`config.mk`:
```
export PLATFORM = sky130hd
export DESIGN_NAME = fifo_page_replacement_with_pinning
export DESIGN_NICKNAME = d
export VERILOG_FILES = /design/src/rtl/core/fprp_pkg.sv /design/src/rtl/core/fprp_ctrl.sv /design/src/rtl/core/fprp_dp.sv /design/src/rtl/core/fifo_page_replacement_with_pinning.sv
export SDC_FILE = /design/constraint.sdc
export NUM_CORES = 2
export LEC_CHECK = 0
export BUFFER_PORTS_ARGS = -buffer_cell sky130_fd_sc_hd__buf_2
export CAP_MARGIN = 40
export CELL_PAD_IN_SITES_DETAIL_PLACEMENT = 0
export CELL_PAD_IN_SITES_GLOBAL_PLACEMENT = 1
export CORE_MARGIN = 2
export CORE_UTILIZATION = 55
export DETAILED_ROUTE_END_ITERATION = 10
export PLACE_DENSITY_LB_ADDON = 0.12
export REMOVE_ABC_BUFFERS = 1
export SYNTH_ARGS = -nofsm -noshare
export SYNTH_HDL_FRONTEND = slang
export SYNTH_MEMORY_MAX_BITS = 65536
export SYNTH_SLANG_ARGS = --single-unit
```
`constraint.sdc`:
```
create_clock -name i_clk -period 6.01 [get_ports i_clk]
set_input_delay 0.3005 -clock i_clk [delete_from_list [all_inputs] [get_ports i_clk]]
set_output_delay 0.3005 -clock i_clk [all_outputs]
set_load 0.005 [all_outputs]
```
`src/rtl/core/fprp_pkg.sv`:
```
// ============================================================================
// fprp_pkg
// Shared types and constants for the FIFO page frame allocator with pinning.
// ============================================================================
package fprp_pkg;

    // Default sizing
    localparam int FRAMES_DEF   = 256;
    localparam int TAG_BITS_DEF = 16;

    // Fixed field widths of the request and result
    localparam int FRAME_IDX_W = 8;
    localparam int OWNER_W     = 16;

    // Request payload
    typedef struct packed {
        logic               pinned;
        logic [OWNER_W-1:0] owner_tag;
    } t_req;

    // Result payload
    typedef struct packed {
        logic [FRAME_IDX_W-1:0] frame_index;
        logic                   evicted;
        logic [OWNER_W-1:0]     evicted_owner;
        logic                   no_victim;
    } t_rsp;

    // Controller to datapath commands
    typedef struct packed {
        logic accept;    // capture request fields
        logic do_fill;   // hand out the next unused frame
        logic do_none;   // report that every frame is pinned
        logic rd_en;     // read the frame at the victim pointer
        logic step;      // advance the victim pointer past a pinned frame
        logic do_evict;  // reclaim the frame at the victim pointer
    } t_cmd;

    // Datapath to controller status
    typedef struct packed {
        logic full;        // every frame has been handed out
        logic all_pinned;  // every frame is pinned
        logic rd_pin;      // pin flag of the frame last read
        logic out_free;    // result register can take a new result
    } t_status;

endpackage

```
`src/rtl/core/fprp_ctrl.sv`:
```
// ============================================================================
// fprp_ctrl
// Sequencer: accepts a request, picks fill, no-victim or scan path, and
// walks the victim scan one frame per read/check pair.
// ============================================================================
module fprp_ctrl (
    input  logic               i_clk,
    input  logic               i_rst_n,
    input  logic               i_in_valid,
    output logic               o_in_ready,
    input  fprp_pkg::t_status  i_status,
    output fprp_pkg::t_cmd     o_cmd
);

    typedef enum logic [4:0] {
        S_IDLE  = 5'b00001,
        S_FILL  = 5'b00010,
        S_NONE  = 5'b00100,
        S_READ  = 5'b01000,
        S_CHECK = 5'b10000
    } t_state;

    t_state r_state;
    t_state n_state;

    // Decode commands from the current state
    always_comb begin
        o_cmd          = '0;
        o_cmd.accept   = (r_state == S_IDLE) && i_in_valid;
        o_cmd.do_fill  = (r_state == S_FILL) && i_status.out_free;
        o_cmd.do_none  = (r_state == S_NONE) && i_status.out_free;
        o_cmd.rd_en    = (r_state == S_READ);
        o_cmd.step     = (r_state == S_CHECK) && i_status.rd_pin;
        o_cmd.do_evict = (r_state == S_CHECK) && !i_status.rd_pin && i_status.out_free;
    end

    assign o_in_ready = (r_state == S_IDLE);

    // Next state
    always_comb begin
        n_state = r_state;
        case (r_state)
            S_IDLE: begin
                if (i_in_valid) begin
                    if (!i_status.full) begin
                        n_state = S_FILL;
                    end else if (i_status.all_pinned) begin
                        n_state = S_NONE;
                    end else begin
                        n_state = S_READ;
                    end
                end
            end
            S_FILL: begin
                if (i_status.out_free) begin
                    n_state = S_IDLE;
                end
            end
            S_NONE: begin
                if (i_status.out_free) begin
                    n_state = S_IDLE;
                end
            end
            S_READ: begin
                n_state = S_CHECK;
            end
            S_CHECK: begin
                if (i_status.rd_pin) begin
                    n_state = S_READ;
                end else if (i_status.out_free) begin
                    n_state = S_IDLE;
                end
            end
            default: begin
                n_state = S_IDLE;
            end
        endcase
    end

    // Hold state, clear on reset
    always_ff @(posedge i_clk) begin
        if (!i_rst_n) begin
            r_state <= S_IDLE;
        end else begin
            r_state <= n_state;
        end
    end

endmodule

```
`src/rtl/core/fprp_dp.sv`:
```
// ============================================================================
// fprp_dp
// Datapath: frame memory (pin flag and owner tag), fill and pin counters,
// victim pointer and the result register.
// ============================================================================
module fprp_dp #(
    parameter int FRAMES   = fprp_pkg::FRAMES_DEF,
    parameter int TAG_BITS = fprp_pkg::TAG_BITS_DEF
) (
    input  logic               i_clk,
    input  logic               i_rst_n,
    input  fprp_pkg::t_cmd     i_cmd,
    input  fprp_pkg::t_req     i_in_data,
    input  logic               i_out_ready,
    output logic               o_out_valid,
    output fprp_pkg::t_rsp     o_out_data,
    output fprp_pkg::t_status  o_status
);

    localparam int IDX_W = $clog2(FRAMES);
    localparam int CNT_W = $clog2(FRAMES + 1);
    localparam int FIX_W = fprp_pkg::FRAME_IDX_W;
    localparam int OWN_W = fprp_pkg::OWNER_W;

    // Frame memory: pin flag on top of the owner tag
    logic [TAG_BITS:0]   r_mem [FRAMES];
    logic [TAG_BITS:0]   r_rd_data;

    logic [CNT_W-1:0]    r_fill;
    logic [CNT_W-1:0]    r_pin_cnt;
    logic [IDX_W-1:0]    r_ptr;
    logic [IDX_W-1:0]    n_ptr_inc;
    logic                r_pin;
    logic [TAG_BITS-1:0] r_tag;
    logic                r_out_valid;
    fprp_pkg::t_rsp      r_out;

    logic                   wr_en;
    logic [IDX_W-1:0]       wr_addr;
    logic [TAG_BITS+OWN_W-1:0] tag_in_ext;
    logic [TAG_BITS+OWN_W-1:0] tag_rd_ext;
    logic [IDX_W+FIX_W-1:0]    fill_ext;
    logic [IDX_W+FIX_W-1:0]    ptr_ext;

    // Fit the request tag to the stored width and back
    assign tag_in_ext = {{TAG_BITS{1'b0}}, i_in_data.owner_tag};
    assign tag_rd_ext = {{OWN_W{1'b0}}, r_rd_data[TAG_BITS-1:0]};
    assign fill_ext   = {{FIX_W{1'b0}}, r_fill[IDX_W-1:0]};
    assign ptr_ext    = {{FIX_W{1'b0}}, r_ptr};

    // Circular advance of the victim pointer
    assign n_ptr_inc = (r_ptr == IDX_W'(FRAMES - 1)) ? '0 : r_ptr + 1'b1;

    assign wr_en   = i_cmd.do_fill || i_cmd.do_evict;
    assign wr_addr = i_cmd.do_fill ? r_fill[IDX_W-1:0] : r_ptr;

    // Capture request fields on transfer
    always_ff @(posedge i_clk) begin
        if (i_cmd.accept) begin
            r_pin <= i_in_data.pinned;
            r_tag <= tag_in_ext[TAG_BITS-1:0];
        end
    end

    // Write and read the frame memory
    always_ff @(posedge i_clk) begin
        if (wr_en) begin
            r_mem[wr_addr] <= {r_pin, r_tag};
        end
        if (i_cmd.rd_en) begin
            r_rd_data <= r_mem[r_ptr];
        end
    end

    // Advance counters and victim pointer
    always_ff @(posedge i_clk) begin
        if (!i_rst_n) begin
            r_fill    <= '0;
            r_pin_cnt <= '0;
            r_ptr     <= '0;
        end else begin
            if (i_cmd.do_fill) begin
                r_fill <= r_fill + 1'b1;
            end
            if (wr_en) begin
                r_pin_cnt <= r_pin_cnt + CNT_W'(r_pin);
            end
            if (i_cmd.step || i_cmd.do_evict) begin
                r_ptr <= n_ptr_inc;
            end
        end
    end

    // Load the result register, drop it on output transfer
    always_ff @(posedge i_clk) begin
        if (!i_rst_n) begin
            r_out_valid <= 1'b0;
        end else if (i_cmd.do_fill || i_cmd.do_none || i_cmd.do_evict) begin
            r_out_valid <= 1'b1;
        end else if (i_out_ready) begin
            r_out_valid <= 1'b0;
        end
    end

    always_ff @(posedge i_clk) begin
        if (i_cmd.do_fill) begin
            r_out.frame_index   <= fill_ext[FIX_W-1:0];
            r_out.evicted       <= 1'b0;
            r_out.evicted_owner <= '0;
            r_out.no_victim     <= 1'b0;
        end else if (i_cmd.do_evict) begin
            r_out.frame_index   <= ptr_ext[FIX_W-1:0];
            r_out.evicted       <= 1'b1;
            r_out.evicted_owner <= tag_rd_ext[OWN_W-1:0];
            r_out.no_victim     <= 1'b0;
        end else if (i_cmd.do_none) begin
            r_out.frame_index   <= '0;
            r_out.evicted       <= 1'b0;
            r_out.evicted_owner <= '0;
            r_out.no_victim     <= 1'b1;
        end
    end

    assign o_out_valid = r_out_valid;
    assign o_out_data  = r_out;

    // Status back to the sequencer
    assign o_status.full       = (r_fill == CNT_W'(FRAMES));
    assign o_status.all_pinned = (r_pin_cnt == CNT_W'(FRAMES));
    assign o_status.rd_pin     = r_rd_data[TAG_BITS];
    assign o_status.out_free   = !r_out_valid || i_out_ready;

endmodule

```
`src/rtl/core/fifo_page_replacement_with_pinning.sv`:
```
// ============================================================================
// fifo_page_replacement_with_pinning
// Page frame allocator: fills unused frames in order, then reclaims the
// first unpinned frame at or after a circular FIFO victim pointer.
// ============================================================================
//
//  Channel  Dir  Handshake                 Payload
//  -------  ---  ------------------------  -------------------------------
//  in       in   i_in_valid / o_in_ready   i_in_data  (pinned, owner_tag)
//  out      out  o_out_valid / i_out_ready o_out_data (frame_index, evicted,
//                                                     evicted_owner, no_victim)
//
//  Fill and all-pinned requests pass from idle through one result state;
//  a reclaim probes 1..FRAMES frames from the victim pointer in turn, as
//  set by the single read port of the frame memory (one probe = read, check).
//  Reset: synchronous, active low; clears state, counts, pointer, out valid.
//  No clearing pass; frame memory is only read after every frame is written.
//  A full result register stalls the final step until it is transferred.
//
module fifo_page_replacement_with_pinning #(
    parameter int FRAMES   = fprp_pkg::FRAMES_DEF,
    parameter int TAG_BITS = fprp_pkg::TAG_BITS_DEF
) (
    input  logic            i_clk,
    input  logic            i_rst_n,
    input  logic            i_in_valid,
    output logic            o_in_ready,
    input  fprp_pkg::t_req  i_in_data,
    output logic            o_out_valid,
    input  logic            i_out_ready,
    output fprp_pkg::t_rsp  o_out_data
);

    fprp_pkg::t_cmd    cmd;
    fprp_pkg::t_status status;

    // Sequencer
    fprp_ctrl u_ctrl (
        .i_clk      (i_clk),
        .i_rst_n    (i_rst_n),
        .i_in_valid (i_in_valid),
        .o_in_ready (o_in_ready),
        .i_status   (status),
        .o_cmd      (cmd)
    );

    // Datapath
    fprp_dp #(
        .FRAMES   (FRAMES),
        .TAG_BITS (TAG_BITS)
    ) u_dp (
        .i_clk       (i_clk),
        .i_rst_n     (i_rst_n),
        .i_cmd       (cmd),
        .i_in_data   (i_in_data),
        .i_out_ready (i_out_ready),
        .o_out_valid (o_out_valid),
        .o_out_data  (o_out_data),
        .o_status    (status)
    );

`ifndef SYNTHESIS
    // Block takes one request at a time
    a_busy_after_accept: assert property (@(posedge i_clk) disable iff (!i_rst_n)
        (i_in_valid && o_in_ready) |=> !o_in_ready)
        else $error("request accepted while previous request in progress");

    // No-victim result carries no frame and no eviction
    a_no_victim_clean: assert property (@(posedge i_clk) disable iff (!i_rst_n)
        (o_out_valid && o_out_data.no_victim) |->
        (!o_out_data.evicted && (o_out_data.frame_index == '0)
         && (o_out_data.evicted_owner == '0)))
        else $error("no-victim result with frame or eviction set");

    // Fill phase never returns once all frames are used
    a_full_sticky: assert property (@(posedge i_clk) disable iff (!i_rst_n)
        status.full |=> status.full)
        else $error("fill count dropped below frame count");
`endif

endmodule
```
; ---- Word level (Yosys, flattened, before mapping)
; Memory sizes are Yosys's and may differ from the RTL's. A register that Yosys moved wholly into a read port is not among the register bits.
; Index checks and enable logic that the tools add are counted.
; Widths: inputs -> output; s select.
[totals]
register_bits = 75
mem_bits_rw = 4352
in_bits = 21
out_inout_bits = 28
elab_cells = 57
mem_count = 1
[classes]
n_addsub = 3
n_eq_ne = 9
n_mux = 15
reduce_logical = 18
[memory_table]
columns = name, words, word_bits, read_ports, rd_clocked_by_memory_dff, wr, line_no
row1 = u_dp.r_mem, 256, 17, 1, 1, 1, fprp_dp.sv:26  ; logic [TAG_BITS:0] r_mem [FRAMES];
[op_table]
columns = op, count
row1 = $mux 26, 3
row2 = $mux 5, 4
row3 = $pmux 5 s4, 1
row4 = $eq 9x9->1 const B, 2
row5 = $mux 8, 2
row6 = $add 9x1->9, 1
row7 = $add 9x1->9 const B, 1
row8 = $add 8x1->8 const B, 1
row9 = $eq 8x8->1 const B, 1
row10 = $logic_and 1x1->1, 6
row11 = $eq 5x1->1 const B, 1
row12 = $eq 5x2->1 const B, 1
row13 = $eq 5x3->1 const B, 1
row14 = $eq 5x4->1 const B, 1
row15 = $eq 5x5->1 const B, 1
row16 = $logic_or 1x1->1, 5
row17 = $mux 1, 4
row18 = $mux 4, 1
row19 = $reduce_bool 2->1, 2
row20 = $reduce_or 2->1, 2
row21 = $reduce_bool 3->1, 1
row22 = $logic_not 1->1, 2
row23 = $ne 2x2->1 const B, 1

; ---- Longest topological paths before layout
[depth]
ltp_word = 6
mapped_depth = 13
mapped_depth_nobuf = 7

; ---- Hierarchy
; From an unflattened synthesis, not the netlist that was laid out.
[unflattened]
cells_unflattened = 7769
hier_area_um2 = 171394.4
[by_module_without_submodules]
columns = module, n_inst, cells_per_inst, area_each_um2, seq_area_each_um2
row1 = fprp_dp, 1, 7714, 170943.9, 132847.4
row2 = fprp_ctrl, 1, 55, 450.4, 100.1

; ---- Worst setup path after synthesis
; No wires, ideal clock.
[synth_path]
kind = reg2reg
start = register u_dp.r_pin
end = register u_dp.r_pin_cnt[8]
setup_time_ns = 0.076
t_arrival_ns = 4.603
path_slack_ns = 1.332
path_stages_with_launch = 6
synth_period_minus_slack_ns = 4.678
cell_sequence = edfxtp_1 ha_1 ha_1 nand4_1 or3_1 a21boi_0
[synth_between]
elab_chain_len = 1
[synth_lines]
columns = item, line_no
row1 = "start, declared", fprp_dp.sv:33  ; logic r_pin;
row2 = "start signal, assigned", fprp_dp.sv:60  ; r_pin <= i_in_data.pinned;
row3 = $add 9x1->9, fprp_dp.sv:86  ; r_pin_cnt <= r_pin_cnt + CNT_W'(r_pin);
row4 = "end signal, assigned", fprp_dp.sv:86
row5 = "end, declared", fprp_dp.sv:30  ; logic [CNT_W-1:0] r_pin_cnt;
; No other way between the ends.
; A chain may end at the register's enable or synchronous reset.

==> flow_summary_export.csv <==
group,metric,value,unit
outcome,status,"finished with violations",
outcome,violations,"max-slew violations",
logic_synthesis,syn_avg_cell_area,21.4,µm²
floorplanning,io_pins,49,
worst_hold_path,hold_path.class,"in -> reg",
final_layout,areaGrowthSynthToFinish,13.8,%
logic_synthesis,synthArstFlopShare,0,%
logic_synthesis,seq_area_frac_synth,77.7,%
sta,drv_slew,247,
final_layout,n_fill_cell,21002,
sta,rsz0062_at_grt,"no",
pwr,fin_total_pwr,62.7,mW
global_routing,grt-ovfl-total,0,
final_layout,nets,8677,
job,maxCapViolations,0,
final_layout,post-route-util,63.0,%
worst_hold_path,min_path_cells,2,
logic_synthesis,synth-edff-count,4394,
logic_synthesis,netlist_top_cells_area,"edfxtp_1 (77%), mux4_2 (12%), mux2i_1 (2.5%)",
floorplanning,die_h,562,µm
setup_path,path_max_fanout,46,
cts,clockBufferDepth,4,
final_layout,seq_area,133000,µm²
place,place.gp.congestion,0.941,
place,port_buffers,48,
logic_synthesis,synth_top_area_share,77.1,%
cts,cts-resized-gates,0,
detailed_routing,via_per_inst,6.92,
detailed_routing,first_pass_iters,6,
setup_path,crit_path_start_kind,"flop",
pwr,pwr-share-seq,54.7,%
global_routing,grt_max_degree,201,
final_layout,drive_gt1_share,27.4,%
detailed_routing,ant_nets,0,
final_layout,final_cell_area,195000,µm²
pwr,combPwrFrac,1.4,%
logic_synthesis,yosys_warnings,0,
pwr,powerDensity,322,nW/µm²
logic_synthesis,synth.distinct_cells,75,
cts,clk_pin_slew_worst_paths,0.07,ns
cts,tritoncts,"yes",
sta,finalCritPeriodShare,85.2,%
logic_synthesis,synth.ff_latch_count,4444,
sta,max_freq,195,MHz
sta,finClkSkew,0.0864,ns
pwr,p_leak,59.4,nW
global_routing,grt_pass1_vias,87574,
global_routing,grt_first_pass_wirelength,724,mm
setup_path,r2r_cells,12,
logic_synthesis,netlist.top_cell.by_area,"edfxtp_1",
pwr,p_sw,12.6,mW
detailed_routing,avgRoutedWirePerCell,40.2,µm
detailed_routing,drc_errors,0,
cts,clkLatencyLatePin,1.00,ns
detailed_routing,routed_wl,529,mm
cts,cts_htree_levels,5,
detailed_routing,initialDrtViolationCount,15026,
pwr,switching_share,20.1,%
detailed_routing,vias,90992,
pwr,p_int,50.1,mW
pwr,peakVddDrop,0.266,mV
sta,relSlewSlack,-17.2,%
place,place_area,180000,µm²
place,place_hpwl,318,mm
global_routing,antenna_found_initial,38,
cts,clock-sinks,4444,
logic_synthesis,syn_area,171000,µm²
cts,numCtsBuffers,448,
final_layout,multiInputGateArea,35800,µm²
sta,tightest_slew,1.76,ns
sta,finalCriticalPeriod,5.12,ns
setup_path,worstPathRequired,6.80,ns
cts,cts_setup_buffers,0,
setup_path,crit_type,"reg -> reg",
setup_path,crit_arrival,5.91,ns
sta,hold_viol_final,0,
sta,setup_viol,0,
floorplanning,chipWidth,562,µm
pwr,p_clk_share,43.9,%
cts,cts-root-buf,"clkbuf_16",
floorplanning,core_area,309000,µm²
sta,setup_tns,0,ns
setup_path,cp-end-kind,"flop",
logic_synthesis,netlist_instances,7991,
floorplanning,die_area,316000,µm²
floorplanning,rows,204,
logic_synthesis,synth_ff_type,"edfxtp_1",
global_routing,gr-usage-all-layers,33.5,%
floorplanning,start_util,55.4,%
[layer usage]
metal / routed length [µm] / global-route usage, % / vias to the layer above
li1: - / - / 35023
met1: 195000 / 46.9 / 48472
met2: 240000 / 50.0 / 6321
met3: 62100 / 7.78 / 1158
met4: 32400 / 17.3 / 18
met5: 127 / 0 / -
[sequential cells by signal, indices dropped and copies added, names as in the netlist]
name and flops:
u_dp.o_out_data 26, u_dp.r_rd_data 17, u_dp.o_out_valid 1, u_dp.r_ptr 8, u_ctrl.r_state 5, u_dp.r_pin 1
u_dp.r_mem 4352, u_dp.r_tag 16, u_dp.r_fill 9, u_dp.r_pin_cnt 9
[cells in the final DEF (no fill, tap or decap), drive strengths merged, types with 10 or more instances in the layout]
| cell | count |
|---|---|
| and3 | 14 |
| a211oi | 31 |
| clkinvlp | 16 |
| and2 | 21 |
| or3 | 22 |
| nor2b | 12 |
| buf | 657 |
| nor4 | 13 |
| clkbuf | 549 |
| a311oi | 12 |
| o211ai | 10 |
| nand2b | 10 |
| xnor2 | 17 |
| a21oi | 164 |
| o21ai | 118 |
| o221ai | 42 |
| diode | 15 |
| edfxtp | 4394 |
| or2 | 22 |
| nand3 | 55 |
| bufinv | 44 |
| dlygate4sd3 | 32 |
| clkinv | 205 |
| nand4 | 21 |
| a22oi | 180 |
| mux2i | 430 |
| a32oi | 11 |
| mux4 | 922 |
| a22o | 43 |
| nor2 | 343 |
| inv | 21 |
| o22ai | 70 |
| dfxtp | 50 |
| nand2 | 191 |
| nor3 | 34 |
| a31oi | 29 |
| a221oi | 114 |
[cell families after synthesis]
group	synth area share, %
buf+inv	1.76
compound gates	3.69
fa+ha+maj	0.0366
mux	14.7
xor+xnor	0.0973
simple gates	2.01
flops	77.7
[metrics by stage]
stage	hold slack, ns	std cells	worst slack (ns)
after floorplan	0.399	7510	-52.66
after global placement	0.450	12213	0.515
after detailed placement	0.455	12282	1.19
after CTS	0.00356	13135	1.21
after global routing	0.0352	13143	1.02
final	0.0370	13157	0.890
[power by group through the flow]
stage | registers [mW] | logic, mW | clock network, mW
after CTS | 34.3 | 0.856 | 27.7
after detailed placement | 34.9 | 0.844 | 0
after global routing | 34.2 | 0.907 | 29.0
after floorplan | 35.3 | 0.0270 | 0
after global placement | 34.9 | 0.761 | 0
final | 34.3 | 0.860 | 27.5
[synth_stat cells, types with 70 or more instances]
cell	instances
a21oi_1	164
a221oi_1	107
a22oi_1	180
buf_2	162
clkbuf_1	167
edfxtp_1	4394
mux2i_1	430
mux4_2	907
nand2_1	191
nor2_1	343
o21ai_0	108
o22ai_1	70
[critical path, cell delays in order (launching register included)]
cell      delay, ns
dfxtp_4        0.57
buf_4          0.40
nor2_4         0.57
buf_12         0.33
nand2_1        0.70
o21ai_0        0.42
nor4_1         0.09
buf_4          0.20
a311oi_1       0.42
buf_2          0.28
o32ai_1        0.17
buf_4          0.25
a221oi_1       0.29
[layout make-up]
class | count | area share (%)
Tap cell | 4120 | 2.65
Clock buffer | 549 | 6.02
Antenna cell | 15 | 0.0193
Sequential cell | 4444 | 68.3
Multi-Input combinational cell | 3052 | 18.4
Clock inverter | 272 | 1.39
Inverter | 14 | 0.0308
Timing Repair Buffer | 691 | 3.23
[final timing paths]
path                        end               start  slack [ns]
max           u_dp.r_rd_data[4]       u_dp.r_ptr[2]        0.89
min               u_dp.r_tag[2]        i_in_data[2]        0.04
max reg2reg   u_dp.r_rd_data[4]       u_dp.r_ptr[2]        0.89
min reg2reg  u_dp.o_out_data[0]  u_dp.o_out_data[0]        0.48
[repair_timing]
action                                  4_1_cts  5_1_grt
hold buffers                                 32        0
endpoints found under the setup margin        0        0
hold endpoints to repair                     50        0
Note: power is estimated with default switching activity, not from simulation.
